<file path="config.mk">
export PLATFORM = sky130hd
export DESIGN_NAME = ppd_sqrt_cell
export DESIGN_NICKNAME = d
export VERILOG_FILES = /design/src/rtl/ppd_pkg.sv /design/src/rtl/ppd_sqrt_cell.sv
export SDC_FILE = /design/constraint.sdc
export NUM_CORES = 1
export LEC_CHECK = 0
export BUFFER_PORTS_ARGS = -buffer_cell sky130_fd_sc_hd__buf_2
export CAP_MARGIN = 20
export CORE_MARGIN = 8
export CORE_UTILIZATION = 35
export CTS_CLUSTER_SIZE = 16
export DETAILED_ROUTE_END_ITERATION = 10
export PLACE_DENSITY_LB_ADDON = 0.15
export SLEW_MARGIN = 10
export SYNTH_ARGS = -nofsm -noshare
export SYNTH_HDL_FRONTEND = slang
export SYNTH_SLANG_ARGS = --single-unit
</file>
<file path="constraint.sdc">
create_clock -name clk_i -period 2.1 [get_ports clk_i]
set_clock_uncertainty 0.1 [all_clocks]
set_input_delay 0 -clock clk_i [delete_from_list [all_inputs] [get_ports clk_i]]
set_output_delay 0 -clock clk_i [all_outputs]
set_load 0.01 [all_outputs]
</file>
<file path="src/rtl/ppd_pkg.sv">
package ppd_pkg;

  // Default configuration.
  localparam int POSITION_WIDTH_DEF = 32;
  localparam int QUAT_FRAC_DEF      = 14;
  localparam int CORDIC_STAGES_DEF  = 16;

  // Fixed field widths.
  localparam int QUAT_W = 16;
  localparam int DIST_W = 32;
  localparam int YAW_W  = 15;

  // Angles are radians in Q.16.
  localparam int ANG_W       = 19;
  localparam int ANG_PI      = 205887;
  localparam int ANG_HALF_PI = 102944;
  localparam int YAW_MAX     = 25736;

  // The larger atan2 operand is normalized into [2^39, 2^40).
  localparam int NORM_MSB    = 39;
  localparam int NORM_TOP    = 40;
  localparam int LEFT_STAGES = 6;
  localparam int CORDIC_W    = 43;

  // Square root: one result bit per cell.
  localparam int RAD_W      = 64;
  localparam int REM_W      = 36;
  localparam int SQRT_STEPS = 32;
  localparam int DIST_DEPTH = 4 + SQRT_STEPS;

  // Status that travels with the atan2 operands.
  typedef struct packed {
    logic num_neg;
    logic den_neg;
    logic zero;
  } norm_side_t;

  typedef struct packed {
    logic signed [CORDIC_W-1:0] x;
    logic signed [CORDIC_W-1:0] y;
    logic signed [ANG_W-1:0]    z;
    norm_side_t                 side;
  } cordic_t;

  typedef struct packed {
    logic [REM_W-1:0]  rem;
    logic [DIST_W-1:0] root;
    logic [RAD_W-1:0]  rad;
    logic              sat;
  } sqrt_t;

  // Arctangent of 2^-i in Q.16, zero beyond the table.
  function automatic logic signed [ANG_W-1:0] atan_q16(int i);
    logic signed [ANG_W-1:0] t;
    case (i)
      0:       t = ANG_W'(51472);
      1:       t = ANG_W'(30386);
      2:       t = ANG_W'(16055);
      3:       t = ANG_W'(8150);
      4:       t = ANG_W'(4091);
      5:       t = ANG_W'(2047);
      6:       t = ANG_W'(1024);
      7:       t = ANG_W'(512);
      8:       t = ANG_W'(256);
      9:       t = ANG_W'(128);
      10:      t = ANG_W'(64);
      11:      t = ANG_W'(32);
      12:      t = ANG_W'(16);
      13:      t = ANG_W'(8);
      14:      t = ANG_W'(4);
      15:      t = ANG_W'(2);
      16:      t = ANG_W'(1);
      default: t = '0;
    endcase
    return t;
  endfunction

  // Width of the operand magnitudes for a given quaternion fraction.
  function automatic int mag_width(int qfb);
    return (2 * qfb + 1 > 33) ? 2 * qfb + 1 : 33;
  endfunction

  function automatic int norm_width(int qfb);
    return (mag_width(qfb) > NORM_TOP) ? mag_width(qfb) : NORM_TOP;
  endfunction

  function automatic int right_stages(int qfb);
    return (mag_width(qfb) > NORM_TOP) ? $clog2(mag_width(qfb) - NORM_MSB) : 0;
  endfunction

  function automatic int yaw_depth(int qfb, int cs);
    return right_stages(qfb) + LEFT_STAGES + cs + 4;
  endfunction

  function automatic int pipe_depth(int qfb, int cs);
    return (yaw_depth(qfb, cs) > DIST_DEPTH) ? yaw_depth(qfb, cs) : DIST_DEPTH;
  endfunction

  // Cycles from an accepted request to its result strobe.
  function automatic int latency(int qfb, int cs);
    return pipe_depth(qfb, cs) + 1;
  endfunction

endpackage

</file>
<file path="src/rtl/ppd_sqrt_cell.sv">
module ppd_sqrt_cell (
  input  logic            clk_i,
  input  ppd_pkg::sqrt_t  cin_i,
  output ppd_pkg::sqrt_t  cout_o
);

  logic [ppd_pkg::REM_W-1:0] cur;
  logic [ppd_pkg::REM_W-1:0] trial;
  logic                      ge;

  // Bring down the next two radicand bits and try a one digit.
  always_comb begin
    cur   = {cin_i.rem[ppd_pkg::REM_W-3:0], cin_i.rad[ppd_pkg::RAD_W-1 -: 2]};
    trial = {2'b00, cin_i.root, 2'b01};
    ge    = (cur >= trial);
  end

  always_ff @(posedge clk_i) begin
    cout_o.rem  <= ge ? cur - trial : cur;
    cout_o.root <= {cin_i.root[ppd_pkg::DIST_W-2:0], ge};
    cout_o.rad  <= cin_i.rad << 2;
    cout_o.sat  <= cin_i.sat;
  end

endmodule

</file>
==> out/results.ini <==
[placed_design]
place_congestion=0.941
dpl.hpwl_um=16100
pre_cts_slack_ps=-355
port_buffers=262

[yosys]
synth_area_leaders=dfxtp_1 49%, ha_1 8.0%, a21oi_1 4.7%
synth_flop_cell=dfxtp_1
syn_inst=530
yosys.area.top_type_share=0.494
synth_seq_area_share=0.494
yosysWarnings=0
syn-cell-area_um2=5310
ys_ff_latch=131
synth_top_area_cell=dfxtp_1
synth-edff-count=0
ys_async_sr_fraction=0
synth.avg_cell_area_um2=10.0
synthDistinctLibCells=65

[cts]
clock_sinks=131
cts_max_level=4
clk_pin_slew_ps=60
cts-root-buf=clkbuf_16
cts_tree=done
cts_made_buffers=17
clockBufferDepth=2
cts_setup_buffers=0

[routing]
wl_um=20600
drt_first_pass_iters=4
routedWlPerCell_um=16.4
via_count=5678
drc=0
via_per_inst=4.53
ant_nets=0
drt-initial-drc-count=221

[layout]
largest_register=cout_o
largest_reg_flops=131
finalNetCount=1219
area_growth_syn_to_layout_pct=83.0
drive_above_1_share=0.442
reg.largest.list=cout_o (131)

[global_route]
grt_pass1_wl_um=32500
grt.overflow.total=0
grt_max_degree=19
grt_pass1_vias=6114
grt_use_total=0.212
antenna_found_initial=4

[floorplanning]
num_rows=45
dieArea_um2=19400
die_w_um=139
ios=267
start_util=0.353
placeableCoreArea_um2=15000
fp.dieH_um=139

[setup_path]
critical_path.cell_chain=buf_2, inv_1, ha_1, a21o_1, a21o_1, a21oi_1, o21ai_0, nor3b_4, a21oi_4, buf_12, nor2b_1, mux2_1
crit_path_start_kind=input port
critPathKind=in2reg
critPathMaxStageDelay_ps=290
crit_path_max_fanout=13
cp_top_family=compound AO/OA/AOI/OAI gates
cpMostUsedCell=a21o_1
worst_path_max_delay_cell=ha_1
path_buf_inv=3
cp.arrival_ps=2200
worstSetupEndpointType=flip-flop
crit_required_ps=2310

[sta]
maxSlewViolCount=0
fmax_ghz=0.503
max-slew-margin-rel=0.642
fin_crit_ps=1990
setup-violations-final=0
fin_crit_sh=0.947
timing.hold.ws_ps=65.2
rsz0062_at_grt=no
tightest_slew_ps=531
hold_viol=0
worst_slack_ps=110

[power_and_ir_drop]
pwr_density_cell_nw_per_um2=798
vdd_ir_drop_max_v=0.000568
p_leak_uw=0.00478

[worst_hold_path]
hold_path_class=in2reg

[job]
max_cap_violations=0

[status]
status=finished, final reports clean

## stage by stage
step | utilization | cells | total power (uW) | instance area (um2) | TNS, ps
after floorplan | - | 531 | 3780 | 5360 | 0
after global placement | 0.518 | 1089 | 4660 | 7780 | -7880
after detailed placement | 0.518 | 1089 | 4680 | 7780 | -8730
after CTS | 0.644 | 1252 | 7840 | 9680 | 0
after global routing | 0.647 | 1252 | 8140 | 9720 | 0
final | 0.647 | 1253 | 7760 | 9720 | 0
## Yosys cell counts (2+ instances only)
library cell and n:
a21o_1 7, o21ai_1 4, buf_2 13, nor2_1 40, mux2_4 7, o21ai_0 22
buf_4 3, o21a_1 5, buf_6 3, nand4_1 10, mux2_2 2, nor3_2 2
a21oi_1 50, o21bai_1 6, nand2_1 31, xor2_1 14, or4_1 2, dfxtp_1 131
a21oi_2 9, a31oi_1 3, xnor2_1 18, nor2b_1 3, o2111ai_1 2, nor3_1 8
and3_1 4, o211ai_1 5, inv_1 39, ha_1 34, clkbuf_1 3, and2_1 2
a211oi_1 2, nand2b_1 5, nand3_1 9
## per-layer routing
layer  share of wire  track usage
met5          0.0024            0
met4           0.017       0.0751
met3           0.063       0.0664
met2            0.51        0.385
met1            0.41        0.227
## placed cells by master, fill, tap and decap left out, drive strengths merged, types with 19 or more instances in the layout
cell	netlist	final
ha	34	34
xnor2	19	19
dfxtp	131	131
inv	39	41
nand2	32	32
dlygate4sd3	0	131
o21ai	26	26
nor2	40	40
buf	19	393
a21oi	60	60
## worst min-delay path, cell delays in order
cell and delay (ps):
buf_2 110, ha_4 140, buf_4 100, xor2_1 60
a21oi_1 130
## path summary, 6_finish.rpt
check	startpoint	end	slack [ps]	cells after the start
hold / removal	cin_i[97]	cout_o[99]	70	5
setup / recovery	cin_i[92]	cout_o[132]	110	12
## power by group
part | switching, uW | leakage (uW) | total (uW) | internal, uW
Clock | 1170 | 0.000276 | 2930 | 1760
Combinational | 954 | 0.00340 | 2020 | 1060
Sequential | 62.3 | 0.00111 | 2810 | 2750
## layout make-up
class	instances	area [um2]
timing repair buffer	524	3640
tap	188	235
clock inverter	14	158
sequential	131	2620
multi-input combinational	338	2490
fill	1261	5310
clock buffer	18	429
inverter	39	146
antenna	1	2.50
## cells by family after synthesis
logic type / Yosys count / synth area share
buffers and inverters: 62 / 0.0535
adder cells (fa/ha/maj): 34 / 0.0801
AO/OA/AOI/OAI: 133 / 0.166
other: 1 / 0.000706
XOR/XNOR: 33 / 0.0558
multiplexers: 10 / 0.0261
flip-flops: 131 / 0.494
AND/OR/NAND/NOR: 126 / 0.124
## repair_timing
action / in CTS / in global routing
setup endpoints to repair: 0 / 9
hold endpoints to repair: 130 / 0
hold buffers: 131 / 0
resized for setup: 0 / 11
Note: power is estimated with default switching activity, not from simulation.
