## src/rtl/ppd_pkg.sv

```systemverilog
package ppd_pkg;

  // Default configuration.
  localparam int POSITION_WIDTH_DEF = 32;
  localparam int QUAT_FRAC_DEF      = 14;
  localparam int CORDIC_STAGES_DEF  = 16;

  // Fixed field widths.
  localparam int QUAT_W = 16;
  localparam int DIST_W = 32;
  localparam int YAW_W  = 15;

  // Angles are radians in Q.16.
  localparam int ANG_W       = 19;
  localparam int ANG_PI      = 205887;
  localparam int ANG_HALF_PI = 102944;
  localparam int YAW_MAX     = 25736;

  // The larger atan2 operand is normalized into [2^39, 2^40).
  localparam int NORM_MSB    = 39;
  localparam int NORM_TOP    = 40;
  localparam int LEFT_STAGES = 6;
  localparam int CORDIC_W    = 43;

  // Square root: one result bit per cell.
  localparam int RAD_W      = 64;
  localparam int REM_W      = 36;
  localparam int SQRT_STEPS = 32;
  localparam int DIST_DEPTH = 4 + SQRT_STEPS;

  // Status that travels with the atan2 operands.
  typedef struct packed {
    logic num_neg;
    logic den_neg;
    logic zero;
  } norm_side_t;

  typedef struct packed {
    logic signed [CORDIC_W-1:0] x;
    logic signed [CORDIC_W-1:0] y;
    logic signed [ANG_W-1:0]    z;
    norm_side_t                 side;
  } cordic_t;

  typedef struct packed {
    logic [REM_W-1:0]  rem;
    logic [DIST_W-1:0] root;
    logic [RAD_W-1:0]  rad;
    logic              sat;
  } sqrt_t;

  // Arctangent of 2^-i in Q.16, zero beyond the table.
  function automatic logic signed [ANG_W-1:0] atan_q16(int i);
    logic signed [ANG_W-1:0] t;
    case (i)
      0:       t = ANG_W'(51472);
      1:       t = ANG_W'(30386);
      2:       t = ANG_W'(16055);
      3:       t = ANG_W'(8150);
      4:       t = ANG_W'(4091);
      5:       t = ANG_W'(2047);
      6:       t = ANG_W'(1024);
      7:       t = ANG_W'(512);
      8:       t = ANG_W'(256);
      9:       t = ANG_W'(128);
      10:      t = ANG_W'(64);
      11:      t = ANG_W'(32);
      12:      t = ANG_W'(16);
      13:      t = ANG_W'(8);
      14:      t = ANG_W'(4);
      15:      t = ANG_W'(2);
      16:      t = ANG_W'(1);
      default: t = '0;
    endcase
    return t;
  endfunction

  // Width of the operand magnitudes for a given quaternion fraction.
  function automatic int mag_width(int qfb);
    return (2 * qfb + 1 > 33) ? 2 * qfb + 1 : 33;
  endfunction

  function automatic int norm_width(int qfb);
    return (mag_width(qfb) > NORM_TOP) ? mag_width(qfb) : NORM_TOP;
  endfunction

  function automatic int right_stages(int qfb);
    return (mag_width(qfb) > NORM_TOP) ? $clog2(mag_width(qfb) - NORM_MSB) : 0;
  endfunction

  function automatic int yaw_depth(int qfb, int cs);
    return right_stages(qfb) + LEFT_STAGES + cs + 4;
  endfunction

  function automatic int pipe_depth(int qfb, int cs);
    return (yaw_depth(qfb, cs) > DIST_DEPTH) ? yaw_depth(qfb, cs) : DIST_DEPTH;
  endfunction

  // Cycles from an accepted request to its result strobe.
  function automatic int latency(int qfb, int cs);
    return pipe_depth(qfb, cs) + 1;
  endfunction

endpackage

```

## src/rtl/ppd_cordic_cell.sv

```systemverilog
module ppd_cordic_cell #(
  parameter int STAGE = 0
) (
  input  logic              clk_i,
  input  ppd_pkg::cordic_t  cin_i,
  output ppd_pkg::cordic_t  cout_o
);

  logic signed [ppd_pkg::CORDIC_W-1:0] xs;
  logic signed [ppd_pkg::CORDIC_W-1:0] ys;
  logic signed [ppd_pkg::ANG_W-1:0]    t;

  assign xs = cin_i.x >>> STAGE;
  assign ys = cin_i.y >>> STAGE;
  assign t  = ppd_pkg::atan_q16(STAGE);

  // One vectoring rotation toward the positive x axis.
  always_ff @(posedge clk_i) begin
    cout_o.side <= cin_i.side;
    if (cin_i.y > 0) begin
      cout_o.x <= cin_i.x + ys;
      cout_o.y <= cin_i.y - xs;
      cout_o.z <= cin_i.z + t;
    end else begin
      cout_o.x <= cin_i.x - ys;
      cout_o.y <= cin_i.y + xs;
      cout_o.z <= cin_i.z - t;
    end
  end

endmodule

```

## config.mk

```make
export PLATFORM = sky130hd
export DESIGN_NAME = ppd_cordic_cell
export DESIGN_NICKNAME = d
export VERILOG_FILES = /design/src/rtl/ppd_pkg.sv /design/src/rtl/ppd_cordic_cell.sv
export SDC_FILE = /design/constraint.sdc
export NUM_CORES = 1
export LEC_CHECK = 0
export BUFFER_PORTS_ARGS = -buffer_cell sky130_fd_sc_hd__buf_2
export CAP_MARGIN = 20
export CORE_MARGIN = 5
export CORE_UTILIZATION = 58
export CTS_BUF_LIST = sky130_fd_sc_hd__clkbuf_8
export DETAILED_ROUTE_END_ITERATION = 12
export PLACE_DENSITY = 0.89
export SLEW_MARGIN = 40
export SYNTH_ARGS = -nofsm -noshare
export SYNTH_HDL_FRONTEND = slang
export SYNTH_SLANG_ARGS = --single-unit
```

## constraint.sdc

```tcl
create_clock -name clk_i -period 4.69 [get_ports clk_i]
set_input_delay 0.938 -clock clk_i [delete_from_list [all_inputs] [get_ports clk_i]]
set_output_delay 0.938 -clock clk_i [all_outputs]
set_load 0.02 [all_outputs]
```

==> impl_metrics.py <==
metrics = {
    "drt": {
        "drtIter0Drc": 1433,
        "drtAntennaViolNets": 0,
        "drcViolationCount": 0,
        "wl_microns": 40200,
        "via_count": 11950,
        "wl_per_cell_microns": 21.5,
        "vias_per_cell": 6.39,
        "drt_first_pass_iters": 6,
    },
    "synthesis": {
        "synth_area_leaders": "dfxtp_1 20%, ha_1 16%, a21oi_1 9.0%",
        "postSynthCellCount": 1437,
        "yosys.area.top_type": "dfxtp_1",
        "syn_area_sq_mm": 0.0108,
        "ys_ff_latch": 107,
        "ys_async_sr_fraction": 0,
        "synth.avg_cell_area_sq_um": 7.49,
        "synth.top_cell.area_share": 0.199,
        "synth_edf_count": 0,
        "ys.flop_type": "dfxtp_1",
        "synth_cell_type_count": 74,
        "ys.warnings.count": 0,
        "synth-seq-area-share": 0.199,
        "syn-num-nets": 1689,
    },
    "worst_setup_path": {
        "crit_chain": "buf_2 -> nor4_1 -> nand4_1 -> nor3_1 -> or2_2 -> buf_4 -> inv_2 -> fa_1 -> nor2b_1 -> o21a_1 -> nor2_1 -> o21bai_1 -> a31oi_1 -> o211ai_1 -> a31o_2 -> a21oi_1 -> xnor2_1",
        "end_kind": "register",
        "path_buf_inv": 3,
        "slowest_stage": "nor4_1",
        "cp-start-kind": "input port",
        "crit_fanout": 14,
        "critPathTopFamily": "simple AND/OR/NAND/NOR gates",
        "cp_slowest_stage_delay_ps": 640,
        "critPathKind": "input port to register",
        "critPathArrivalTime_ps": 4340,
        "cp.required_ps": 4980,
    },
    "finish": {
        "final_cell_mix": "216 x buf_2, 193 x a21oi_1, 139 x ha_1",
        "top_regs": "cout_o: 107 flops",
        "drive_above_1_share": 0.174,
        "finalInstanceArea_sq_mm": 0.0124,
        "largest_register_ffs": 107,
        "num_antenna_cells": 0,
        "top_register": "cout_o",
        "area_growth_pct": 14.8,
        "multiInputGateArea_sq_mm": 0.00784,
        "nNetsFinal": 1888,
        "final_common_cell": "buf_2",
        "num-fill-cells": 1648,
        "regArea_sq_mm": 0.00214,
    },
    "run": {
        "max_cap_viol_count": 0,
    },
    "clocking": {
        "cts_buffers": 9,
        "clk_pin_slew_ps": 120,
        "cts_tree": "done",
        "h-tree-depth": 3,
        "holdBufCountCts": 0,
        "cts_resized": 0,
        "clk_path_buf_depth": 2,
        "root_buffer": "clkbuf_8",
        "cts_sinks": 107,
        "cts_post_setup_buffers_inserted": 0,
    },
    "timing": {
        "worst_slew_pin_slew_ps": 822,
        "maxSlewHeadroom": 0.452,
        "layout_setup_ws_ps": 635,
        "rsz0062_at_grt": "false",
        "finalHoldViolations": 0,
        "finalCriticalPeriod_ps": 4050,
        "timing.final.crit_share": 0.865,
        "fmax_mhz": 247,
        "whs_ps": 623,
        "finalMaxSlewViolations": 0,
        "setup_viol_count_final": 0,
        "finalSetupTns_ps": 0,
    },
    "place": {
        "gp_congestion": 1.01,
        "place_area_sq_mm": 0.0121,
        "dp_slack_ps": 410,
        "dp_hpwl_microns": 32900,
        "io_buffer_count": 216,
    },
    "power": {
        "pwr_density_cell_mw_per_mm2": 302,
        "ir_worst_vdd_mv": 0.200,
        "total_power_mw": 3.73,
        "leakagePower_nw": 5.84,
    },
    "global_routing": {
        "antenna_found_initial": 0,
        "grt_pass1_wl_microns": 62500,
        "grt_max_degree": 68,
        "grt_pass1_vias": 11160,
        "overflow": 0,
        "track_usage": 0.361,
    },
    "floorplanning": {
        "die_h_microns": 146,
        "rows": 49,
        "ios": 217,
        "initial_core_util": 0.595,
        "dieArea_sq_mm": 0.0214,
        "die_w_microns": 146,
        "core_sq_mm": 0.0181,
    },
    "status": {
        "status": "completed",
    },
    "min_path": {
        "hold_class": "input port to register",
    },
}
==> cell type report <==
cell class,count,share of cell area
multi-input combinational,1131,0.634
sequential,107,0.173
timing repair buffer,248,0.107
inverter,139,0.0422
clock buffer,9,0.0100
clock inverter,7,0.00962
tap,229,0.0232
==> final timing paths <==
check | start | to | slack [ps] | cells past startpoint
max | cin_i[31] | cout_o[21] | 640 | 17
min | cin_i[6] | cout_o[6] | 620 | 1
==> metrics by stage <==
step | utilization | std cells
3_5_place_dp | 0.669 | 1854
2_1_floorplan | - | 1437
3_3_place_gp | 0.669 | 1854
6_report | 0.683 | 1870
4_1_cts | 0.683 | 1870
5_1_grt | 0.683 | 1870
==> logic make-up (layout without fill, tap and decap cells) <==
family	after synthesis	after routing	synth area share
adder cells (fa/ha/maj)	143	143	0.169
AO/OA/AOI/OAI	515	515	0.302
buffers and inverters	199	403	0.0726
AND/OR/NAND/NOR	365	365	0.168
flip-flops	107	107	0.199
XOR/XNOR	96	96	0.0781
multiplexers	12	12	0.0112
==> power breakdown <==
part	leakage, nW	internal, mW	switching, mW	total (mW)
Combinational	4.82	0.639	1.20	1.84
Sequential	0.903	1.12	0.0674	1.18
Clock	0.122	0.318	0.390	0.708
Total	5.84	2.07	1.66	3.73
==> synthesized netlist by cell type (all sizes together), types with 4 or more instances <==
cell type  count
inv          139
dfxtp        107
nand4         26
buf           36
o21bai        33
nor2         117
or4            4
nand2b        20
nor3          26
clkbuf        24
xnor2         79
nor2b         19
or2            5
a211o          5
or3            9
o21a          18
a21o          37
a2111oi       11
o31ai         28
o21ai         99
ha           139
o41ai          4
a31oi         13
nand3         24
a311oi         5
fa             4
mux2i         12
a211oi        17
nand2         74
xor2          17
and2           6
o211ai        16
a21oi        193
nor4          18
==> metal layers <==
metal / vias up / part of all wire / global-route usage
met5: - / 0 / 0
li1: 5503 / - / -
met3: 132 / 0.11 / 0.0713
met4: 0 / 0.039 / 0.122
met1: 5440 / 0.41 / 0.491
met2: 875 / 0.44 / 0.574
Power figures use the tool's default switching activity.
