<file path="src/rtl/ppd_pkg.sv">
package ppd_pkg;

  // Default configuration.
  localparam int POSITION_WIDTH_DEF = 32;
  localparam int QUAT_FRAC_DEF      = 14;
  localparam int CORDIC_STAGES_DEF  = 16;

  // Fixed field widths.
  localparam int QUAT_W = 16;
  localparam int DIST_W = 32;
  localparam int YAW_W  = 15;

  // Angles are radians in Q.16.
  localparam int ANG_W       = 19;
  localparam int ANG_PI      = 205887;
  localparam int ANG_HALF_PI = 102944;
  localparam int YAW_MAX     = 25736;

  // The larger atan2 operand is normalized into [2^39, 2^40).
  localparam int NORM_MSB    = 39;
  localparam int NORM_TOP    = 40;
  localparam int LEFT_STAGES = 6;
  localparam int CORDIC_W    = 43;

  // Square root: one result bit per cell.
  localparam int RAD_W      = 64;
  localparam int REM_W      = 36;
  localparam int SQRT_STEPS = 32;
  localparam int DIST_DEPTH = 4 + SQRT_STEPS;

  // Status that travels with the atan2 operands.
  typedef struct packed {
    logic num_neg;
    logic den_neg;
    logic zero;
  } norm_side_t;

  typedef struct packed {
    logic signed [CORDIC_W-1:0] x;
    logic signed [CORDIC_W-1:0] y;
    logic signed [ANG_W-1:0]    z;
    norm_side_t                 side;
  } cordic_t;

  typedef struct packed {
    logic [REM_W-1:0]  rem;
    logic [DIST_W-1:0] root;
    logic [RAD_W-1:0]  rad;
    logic              sat;
  } sqrt_t;

  // Arctangent of 2^-i in Q.16, zero beyond the table.
  function automatic logic signed [ANG_W-1:0] atan_q16(int i);
    logic signed [ANG_W-1:0] t;
    case (i)
      0:       t = ANG_W'(51472);
      1:       t = ANG_W'(30386);
      2:       t = ANG_W'(16055);
      3:       t = ANG_W'(8150);
      4:       t = ANG_W'(4091);
      5:       t = ANG_W'(2047);
      6:       t = ANG_W'(1024);
      7:       t = ANG_W'(512);
      8:       t = ANG_W'(256);
      9:       t = ANG_W'(128);
      10:      t = ANG_W'(64);
      11:      t = ANG_W'(32);
      12:      t = ANG_W'(16);
      13:      t = ANG_W'(8);
      14:      t = ANG_W'(4);
      15:      t = ANG_W'(2);
      16:      t = ANG_W'(1);
      default: t = '0;
    endcase
    return t;
  endfunction

  // Width of the operand magnitudes for a given quaternion fraction.
  function automatic int mag_width(int qfb);
    return (2 * qfb + 1 > 33) ? 2 * qfb + 1 : 33;
  endfunction

  function automatic int norm_width(int qfb);
    return (mag_width(qfb) > NORM_TOP) ? mag_width(qfb) : NORM_TOP;
  endfunction

  function automatic int right_stages(int qfb);
    return (mag_width(qfb) > NORM_TOP) ? $clog2(mag_width(qfb) - NORM_MSB) : 0;
  endfunction

  function automatic int yaw_depth(int qfb, int cs);
    return right_stages(qfb) + LEFT_STAGES + cs + 4;
  endfunction

  function automatic int pipe_depth(int qfb, int cs);
    return (yaw_depth(qfb, cs) > DIST_DEPTH) ? yaw_depth(qfb, cs) : DIST_DEPTH;
  endfunction

  // Cycles from an accepted request to its result strobe.
  function automatic int latency(int qfb, int cs);
    return pipe_depth(qfb, cs) + 1;
  endfunction

endpackage

</file>
<file path="src/rtl/ppd_norm_cell.sv">
module ppd_norm_cell #(
  parameter int W     = 40,
  parameter int SHIFT = 1,
  parameter bit RIGHT = 1'b0
) (
  input  logic                  clk_i,
  input  logic [W-1:0]          ax_i,
  input  logic [W-1:0]          ay_i,
  input  ppd_pkg::norm_side_t   side_i,
  output logic [W-1:0]          ax_o,
  output logic [W-1:0]          ay_o,
  output ppd_pkg::norm_side_t   side_o
);

  logic [W-1:0] both;
  logic         take;

  // Decide on the shift from the larger operand.
  always_comb begin
    both = ax_i | ay_i;
    if (RIGHT) begin
      take = ((both >> (ppd_pkg::NORM_MSB + SHIFT)) != '0);
    end else begin
      take = ((both >> (ppd_pkg::NORM_TOP - SHIFT)) == '0);
    end
  end

  // Shift both operands together.
  always_ff @(posedge clk_i) begin
    side_o <= side_i;
    if (!take) begin
      ax_o <= ax_i;
      ay_o <= ay_i;
    end else if (RIGHT) begin
      ax_o <= ax_i >> SHIFT;
      ay_o <= ay_i >> SHIFT;
    end else begin
      ax_o <= ax_i << SHIFT;
      ay_o <= ay_i << SHIFT;
    end
  end

endmodule

</file>
<file path="config.mk">
export PLATFORM = sky130hd
export DESIGN_NAME = ppd_norm_cell
export DESIGN_NICKNAME = d
export VERILOG_FILES = /design/src/rtl/ppd_pkg.sv /design/src/rtl/ppd_norm_cell.sv
export SDC_FILE = /design/constraint.sdc
export NUM_CORES = 1
export LEC_CHECK = 0
export BUFFER_PORTS_ARGS = -buffer_cell sky130_fd_sc_hd__buf_2
export CORE_MARGIN = 5
export CORE_UTILIZATION = 35
export CTS_BUF_LIST = sky130_fd_sc_hd__clkbuf_4 sky130_fd_sc_hd__clkbuf_8
export DETAILED_ROUTE_END_ITERATION = 8
export PLACE_DENSITY_LB_ADDON = 0.12
export SYNTH_ARGS = -nofsm -noshare
export SYNTH_HDL_FRONTEND = slang
export SYNTH_SLANG_ARGS = --single-unit
</file>
<file path="constraint.sdc">
create_clock -name clk_i -period 1.1 [get_ports clk_i]
set_input_delay 0.11 -clock clk_i [delete_from_list [all_inputs] [get_ports clk_i]]
set_output_delay 0.11 -clock clk_i [all_outputs]
set_load 0.01 [all_outputs]
</file>
==> flow_summary_export.csv, run 1 <==
group,metric,value,unit
clock_tree,clock-sinks,83,
layout,nets,501,
clock_tree,cts_tree,"yes",
sta,setup_violations,0,
die,io_pins,167,
sta,rsz0062_at_grt,"no",
sta,period_needed,0.905,ns
global_routing,antenna_found_initial,0,
yosys,yosysSeqAreaShare,0.615,
sta,fin_crit_sh,0.823,
global_routing,globalRouteOverflowTotal,0,
routing,num_vias,2170,
global_routing,grt_max_degree,35,
critical_path,required,0.99,ns
critical_path,cpPeakStageDelay,0.33,ns
yosys,synth_top_family_by_area,"multiplexers",
sta,hold_violations,0,
critical_path,critPathSlowestCell,"dfxtp_1",
routing,drtPass1Iterations,3,
clock_tree,cts_root_buf,"clkbuf_8",
layout,drive_above_1_share,0.623,
placed_design,dp_hpwl,4.77,mm
critical_path,crit_family,"flip-flops",
yosys,synthXorXnorAreaFrac,0,
routing,drtIter0Drc,26,
clock_tree,cts_inserted_buffers,9,
critical_path,crit_buf_inv,1,
run_status,status,"complete, no violations",
routing,ant_nets,0,
yosys,synth-seq-cells,83,
clock_tree,cts.repair.resized,0,
yosys,synth-simple-area-share,0.00879,
clock_tree,htreeDepth,3,
yosys,synth_nets,258,
flow_run,max_cap_viol_count,0,
global_routing,grt_pass1_wl,11.7,mm
routing,wirelength,7.08,mm
critical_path,startpoint_type,"flip-flop",
yosys,synth_compound_area_frac,0.00463,
die,dieHeight,97.9,um
yosys,synth.largest_area_cell,"dfxtp_1",
worst_hold_path,hold_path.class,"input port to flip-flop",
critical_path,cp_max_fo,1,
clock_tree,cts_max_path_buffers,2,
die,rows,32,
routing,drc,0,
critical_path,crit_arrival,0.80,ns
global_routing,grt_pass1_vias,2403,
clock_tree,cts_hold_buffers,70,
placed_design,portBuffers,166,
layout,layout_common_cells,"buf_2 (166), dfxtp_1 (83), dlygate4sd3_1 (70)",
layout,area_delta_synth_final,69.3,%
yosys,synthTopCellsByArea,"dfxtp_1 (61%), mux2_2 (24%), mux2_4 (10%)",
yosys,synth_area,2700,um2
placed_design,gp_congestion,0.707,
sta,slew_viol_final,0,
critical_path,endpoint_kind,"output port",
routing,vias_per_cell,4.14,
sta,tightest_slew,0.210,ns
critical_path,path_cells,"buf_2",
yosys,synth.distinct_cells,11,
layout,final_common_cell,"buf_2",
yosys,muxShareOfSynthArea,0.342,
layout,diodes,0,
clock_tree,post-cts-setup-buffers,0,
yosys,synthCells,174,
yosys,synth-warning-count,0,
power_and_ir_drop,leakage,2.16,nW
die,dieArea,9580,um2
sta,fmax,1100,MHz
yosys,syn_area_per_cell,15.5,um2
power_and_ir_drop,pwr_density_cell,1490,nW/um2
die,die_x,97.9,um
yosys,synth_top_area_frac,0.615,
yosys,synth_fa_ha_area_frac,0,
die,start_util,0.355,
placed_design,place_ws,-0.0751,ns
global_routing,grt_use_total,0.150,
sta,tns,0,ns
clock_tree,clk_pin_slew,0.08,ns
routing,wl_per_cell,13.5,um
sta,setup_ws,0.195,ns
sta,relSlewSlack,0.860,
power_and_ir_drop,ir_worst_vdd,792,uV
die,core,7610,um2
critical_path,critPathKind,"flip-flop to output port",
[report_power, final]
group          switching [W]  internal [W]
Combinational       0.000442      0.000675
Clock                0.00104       0.00136
Sequential         0.0000507       0.00324
Total                0.00153       0.00527
[per-layer routing]
metal | GRT usage | wire (um)
met4 | 0.0554 | 155
met5 | 0 | 0
met3 | 0.0664 | 694
met1 | 0.158 | 2590
met2 | 0.265 | 3640
[flip-flops by register name (all words and copies together) (netlist names)]
signal and count:
ay_o 40, ax_o 40, side_o 3
[Yosys cell counts]
master and instances:
buf_6 2, o21ai_0 1, inv_1 2, nor2_4 1, buf_4 5, mux2_4 18, a21o_1 1, mux2_2 58
nor2b_1 2, buf_8 1, dfxtp_1 83
[stage by stage]
step	hold WS, ns	utilization	cells	total power, W	area [um2]
after detailed placement	0.214	0.480	438	0.00429	3650
after floorplan	0.138	-	174	0.00383	2700
after global placement	0.213	0.480	438	0.00428	3650
after global routing	0.00369	0.602	524	0.00712	4580
after CTS	0.0000848	0.602	524	0.00690	4580
final	0.0182	0.602	524	0.00680	4580
[cell type report]
class | count | area (um2)
Clock buffer | 12 | 146
Clock inverter | 4 | 75.1
Fill cell | 646 | 3030
Inverter | 2 | 7.51
Multi-Input combinational cell | 81 | 960
Sequential cell | 83 | 1660
Tap cell | 102 | 128
Timing Repair Buffer | 240 | 1600
[cell families after synthesis]
kind of cell / count (synthesis)
DFF: 83
buffers and inverters: 10
and+or+nand+nor: 3
muxes: 76
AOI/OAI and AO/OA: 2
[path summary, 6_finish.rpt]
| path | from | to | slack [ns] | depth (start not counted) |
|---|---|---|---|---|
| min | ax_i[5] | ax_o[6]$_DFF_P_ | 0.02 | 2 |
| max | ay_o[3]$_DFF_P_ | ay_o[3] | 0.19 | 1 |
Note: power is estimated with default switching activity, not from simulation.
==> inputs of run 2 (changes only) <==
==> constraint.sdc (replaced) <==
create_clock -name clk_i -period 0.84 [get_ports clk_i]
set_input_delay 0.084 -clock clk_i [delete_from_list [all_inputs] [get_ports clk_i]]
set_output_delay 0.084 -clock clk_i [all_outputs]
set_load 0.01 [all_outputs]
==> run 2 against run 1 <==
  * The run now ends with negative setup slack left
  * Flip-flop and latch count unchanged
  * Critical path depth unchanged
  * Clock-buffer cell count unchanged
  * Worst setup slack worse by 0.22 ns
  * Final area up 9.3%
  * First-iteration DRC count down 27%
  * Clock power up 33%
  * Die area unchanged
  * Highest routed layer unchanged
==> flow_summary_export.csv, run 2 (synthesized netlist as in run 1, its figures left out) <==
group,metric,value,unit
die,dieArea,9580,um2
global_routing,antenna_found_initial,0,
routing,num_vias,2272,
clock_tree,cts_tree,"yes",
layout,nets,513,
critical_path,crit_family,"flip-flops",
critical_path,startpoint_type,"flip-flop",
clock_tree,clock-sinks,83,
critical_path,critPathKind,"flip-flop to output port",
global_routing,globalRouteOverflowTotal,0,
placed_design,portBuffers,166,
run_status,violations,"negative setup slack",
clock_tree,clk_pin_slew,0.08,ns
routing,wirelength,7.51,mm
global_routing,met2_usage,0.277,
power_and_ir_drop,power.total,0.00926,W
global_routing,grt_pass1_vias,2623,
critical_path,cpPeakStageDelay,0.32,ns
global_routing,met1_usage,0.160,
run_status,status,"complete, but fails checks",
critical_path,path_depth,1,
clock_tree,cts_inserted_buffers,9,
sta,slew_viol_final,0,
clock_tree,cts_root_buf,"clkbuf_8",
sta,fmax,1160,MHz
sta,setup_violations,77,
layout,final_common_cell,"buf_2",
placed_design,dp_hpwl,4.86,mm
routing,wl_per_cell,14.0,um
clock_tree,cts_max_path_buffers,2,
layout,diodes,0,
sta,tns,-0.656,ns
flow_run,max_cap_viol_count,0,
layout,layout_common_cells,"buf_2 (125), dlygate4sd3_1 (82), mux2_2 (58)",
sta,relSlewSlack,0.868,
sta,setup_ws,-0.0237,ns
critical_path,path_cells,"buf_2",
critical_path,cp_max_fo,1,
critical_path,crit_buf_inv,1,
die,rows,32,
critical_path,required,0.76,ns
sta,hold_violations,0,
global_routing,grt_max_degree,37,
clock_tree,htreeDepth,3,
global_routing,busiest_layer,"met2",
sta,period_needed,0.864,ns
critical_path,endpoint_kind,"output port",
placed_design,gp_congestion,0.699,
layout,largestRegisters,"ax_o (40), ay_o (40), side_o (3)",
power_and_ir_drop,pwr_density_cell,1850,nW/um2
sta,rsz0062_at_grt,"yes",
routing,vias_per_cell,4.24,
critical_path,critPathSlowestCell,"dfxtp_1",
routing,drc,0,
die,start_util,0.355,
power_and_ir_drop,leakage,2.30,nW
power_and_ir_drop,ir_worst_vdd,1050,uV
worst_hold_path,holdPathStages,3,
layout,area_delta_synth_final,85.0,%
sta,tightest_slew,0.198,ns
placed_design,place_ws,-0.304,ns
die,io_pins,167,
die,core,7610,um2
critical_path,crit_arrival,0.78,ns
sta,fin_crit_sh,1.03,
routing,drtPass1Iterations,4,
routing,drtIter0Drc,19,
global_routing,grt_pass1_wl,12.3,mm
worst_hold_path,hold_path.class,"input port to flip-flop",
global_routing,met3_usage,0.0607,
layout,drive_above_1_share,0.700,
routing,ant_nets,0,
die,die_x,97.9,um
global_routing,grt_use_total,0.157,
die,dieHeight,97.9,um
==> run 2: cell types whose count changed in the layout (fill, tap and decap cells not counted), sizes merged <==
cell,before,now
dlygate4sd3,70,82
clkinvlp,2,1
clkinv,0,1
==> run 2: metrics by stage <==
step                      hold slack [ns]  std cells  area (um2)   util
after detailed placement            0.189        438        3640  0.479
final                              0.0783        536        5000  0.658
after global placement              0.187        438        3640  0.479
after global routing               0.0685        536        5000  0.658
after CTS                          0.0609        536        4770  0.627
after floorplan                     0.112        174        2710      -
==> run 2: worst paths after layout <==
path        startpoint          endpoint  slack, ns
max   ax_o[20]$_DFF_P_          ax_o[20]      -0.02
min           ay_i[39]  ay_o[39]$_DFF_P_       0.08
==> run 2: metal layers <==
| metal | up-vias | share of wire |
|---|---|---|
| li1 | 1112 | - |
| met1 | 1037 | 0.35 |
| met2 | 103 | 0.53 |
| met3 | 20 | 0.087 |
| met4 | 0 | 0.032 |
| met5 | - | 0 |
==> run 2: power by group <==
group | internal [W] | leakage, nW | total [W] | switching (W)
Combinational | 0.00109 | 1.49 | 0.00168 | 0.000594
Sequential | 0.00428 | 0.701 | 0.00438 | 0.000106
Clock | 0.00187 | 0.116 | 0.00320 | 0.00133
==> run 2: area by class of cell <==
class	count	area (um2)
sequential	83	1710
tap	102	128
inverter	2	7.51
multi-input combinational	81	960
clock inverter	4	72.6
timing repair buffer	252	1960
clock buffer	12	159
fill	553	2610
==> run 2: repair_timing <==
item                       4_1_cts  5_1_grt
setup buffers                    0        0
cloned                           0        0
hold buffers                    82        0
setup endpoints to repair       83       83
resized for setup               19       64
hold endpoints to repair        83        0
==> inputs of run 3 (changes only) <==
--- a/config.mk
+++ b/config.mk
@@ -11,6 +11,7 @@
 export CTS_BUF_LIST = sky130_fd_sc_hd__clkbuf_4 sky130_fd_sc_hd__clkbuf_8
 export DETAILED_ROUTE_END_ITERATION = 8
 export PLACE_DENSITY_LB_ADDON = 0.12
+export RECOVER_POWER = 50
 export SYNTH_ARGS = -nofsm -noshare
 export SYNTH_HDL_FRONTEND = slang
 export SYNTH_SLANG_ARGS = --single-unit
==> run 3 against run 2 <==
  * The flow still finishes with violations (negative setup slack)
  * Clock-buffer cell count unchanged
  * Sequential power about the same
  * Die area unchanged
  * Flip-flop and latch count stayed put
  * Clock power about the same
  * Critical path depth unchanged
  * Combinational power fell by 2%
  * Maximum frequency stayed put
  * Critical endpoint unchanged
==> flow_summary_export.csv, run 3 (synthesized netlist as in run 1, its figures left out) <==
group,metric,value,unit
layout,diodes,0,
sta,fmax,1160,MHz
critical_path,path_cells,"buf_2",
die,start_util,0.355,
routing,vias_per_cell,4.25,
sta,setup_violations,77,
global_routing,grt_use_total,0.157,
critical_path,crit_arrival,0.78,ns
critical_path,cp_max_fo,1,
global_routing,grt_pass1_wl,12.3,mm
global_routing,antenna_found_initial,0,
power_and_ir_drop,ir_worst_vdd,1050,uV
sta,relSlewSlack,0.814,
critical_path,critPathSlowestCell,"dfxtp_1",
critical_path,crit_buf_inv,1,
sta,slew_viol_final,0,
layout,area_delta_synth_final,83.3,%
routing,drtIter0Drc,17,
sta,hold_violations,0,
critical_path,startpoint_type,"flip-flop",
layout,fillers,566,
placed_design,dp_hpwl,4.86,mm
routing,ant_nets,0,
critical_path,crit_family,"flip-flops",
layout,layout_common_cells,"buf_2 (112), dlygate4sd3_1 (82), mux2_2 (58)",
placed_design,portBuffers,166,
layout,drive_above_1_share,0.659,
clock_tree,cts_root_buf,"clkbuf_8",
routing,num_vias,2277,
worst_hold_path,hold_path.class,"input port to flip-flop",
clock_tree,post-cts-setup-buffers,0,
layout,multiInputGateArea,937,um2
flow_run,max_cap_viol_count,0,
power_and_ir_drop,leakage,2.25,nW
critical_path,required,0.76,ns
routing,drtPass1Iterations,3,
critical_path,cpPeakStageDelay,0.32,ns
sta,period_needed,0.864,ns
sta,tns,-0.661,ns
clock_tree,cts_max_path_buffers,2,
layout,nets,513,
die,io_pins,167,
run_status,violations,"negative setup slack",
routing,wirelength,7.53,mm
clock_tree,clk_pin_slew,0.08,ns
die,dieHeight,97.9,um
placed_design,gp_congestion,0.699,
sta,tightest_slew,0.279,ns
critical_path,critPathKind,"flip-flop to output port",
clock_tree,cts_tree,"yes",
sta,setup_ws,-0.0237,ns
die,dieArea,9580,um2
global_routing,globalRouteOverflowTotal,0,
sta,rsz0062_at_grt,"yes",
clock_tree,htreeDepth,3,
sta,whs,0.0837,ns
routing,wl_per_cell,14.0,um
sta,fin_crit_sh,1.03,
layout,regArea,1710,um2
run_status,status,"complete, but fails checks",
die,die_x,97.9,um
die,core,7610,um2
layout,largestRegisters,"ax_o (40), ay_o (40), side_o (3)",
power_and_ir_drop,pwr_density_cell,1860,nW/um2
global_routing,grt_pass1_vias,2623,
routing,drc,0,
layout,final_common_cell,"buf_2",
critical_path,endpoint_kind,"output port",
global_routing,grt_max_degree,37,
die,rows,32,
clock_tree,cts_inserted_buffers,9,
clock_tree,clock-sinks,83,
run 3: changes by cell type in the layout (fill, tap and decap cells not counted), sizes merged:
cell | previous run | this run
buf | 170 | 157
clkbuf | 12 | 25
run 3: layout make-up:
type	count	area share
clock inverters	4	0.0146
flip-flops and latches	83	0.346
inverters	2	0.00151
repair buffers	252	0.391
multi-input cells	81	0.189
well taps	102	0.0258
clock buffers	12	0.0321
run 3: per-stage QoR:
step	std cells	instance area (um2)	power (W)	setup WS (ns)	util
after global routing	536	4960	0.00967	-0.0716	0.651
after floorplan	174	2710	0.00502	-0.111	-
after global placement	438	3640	0.00560	-0.285	0.479
after CTS	536	4770	0.00920	-0.0551	0.627
final	536	4960	0.00923	-0.0237	0.651
after detailed placement	438	3640	0.00561	-0.304	0.479
run 3: routing by layer:
layer / wire, um / share of wire / global-route usage
met3: 653 / 0.087 / 0.0607
met1: 2650 / 0.35 / 0.160
met2: 3990 / 0.53 / 0.277
met5: 0 / 0 / 0
met4: 237 / 0.031 / 0.0809
run 3: timing repair:
item	CTS	global route
endpoints found under the setup margin	83	83
hold endpoints to repair	83	0
gates resized for setup	19	64
hold buffers	82	0
run 3: path summary, 6_finish.rpt:
kind,end,cells after the start,startpoint
setup / recovery,ax_o[20],1,ax_o[20]$_DFF_P_
hold / removal,ay_o[39]$_DFF_P_,3,ay_i[39]
run 3: where the power goes:
part | leakage, nW | internal [W] | total, W | switching (W)
combinational | 1.43 | 0.00105 | 0.00164 | 0.000591
sequential | 0.701 | 0.00428 | 0.00438 | 0.000106
clock | 0.116 | 0.00187 | 0.00320 | 0.00133
total | 2.25 | 0.00720 | 0.00923 | 0.00203
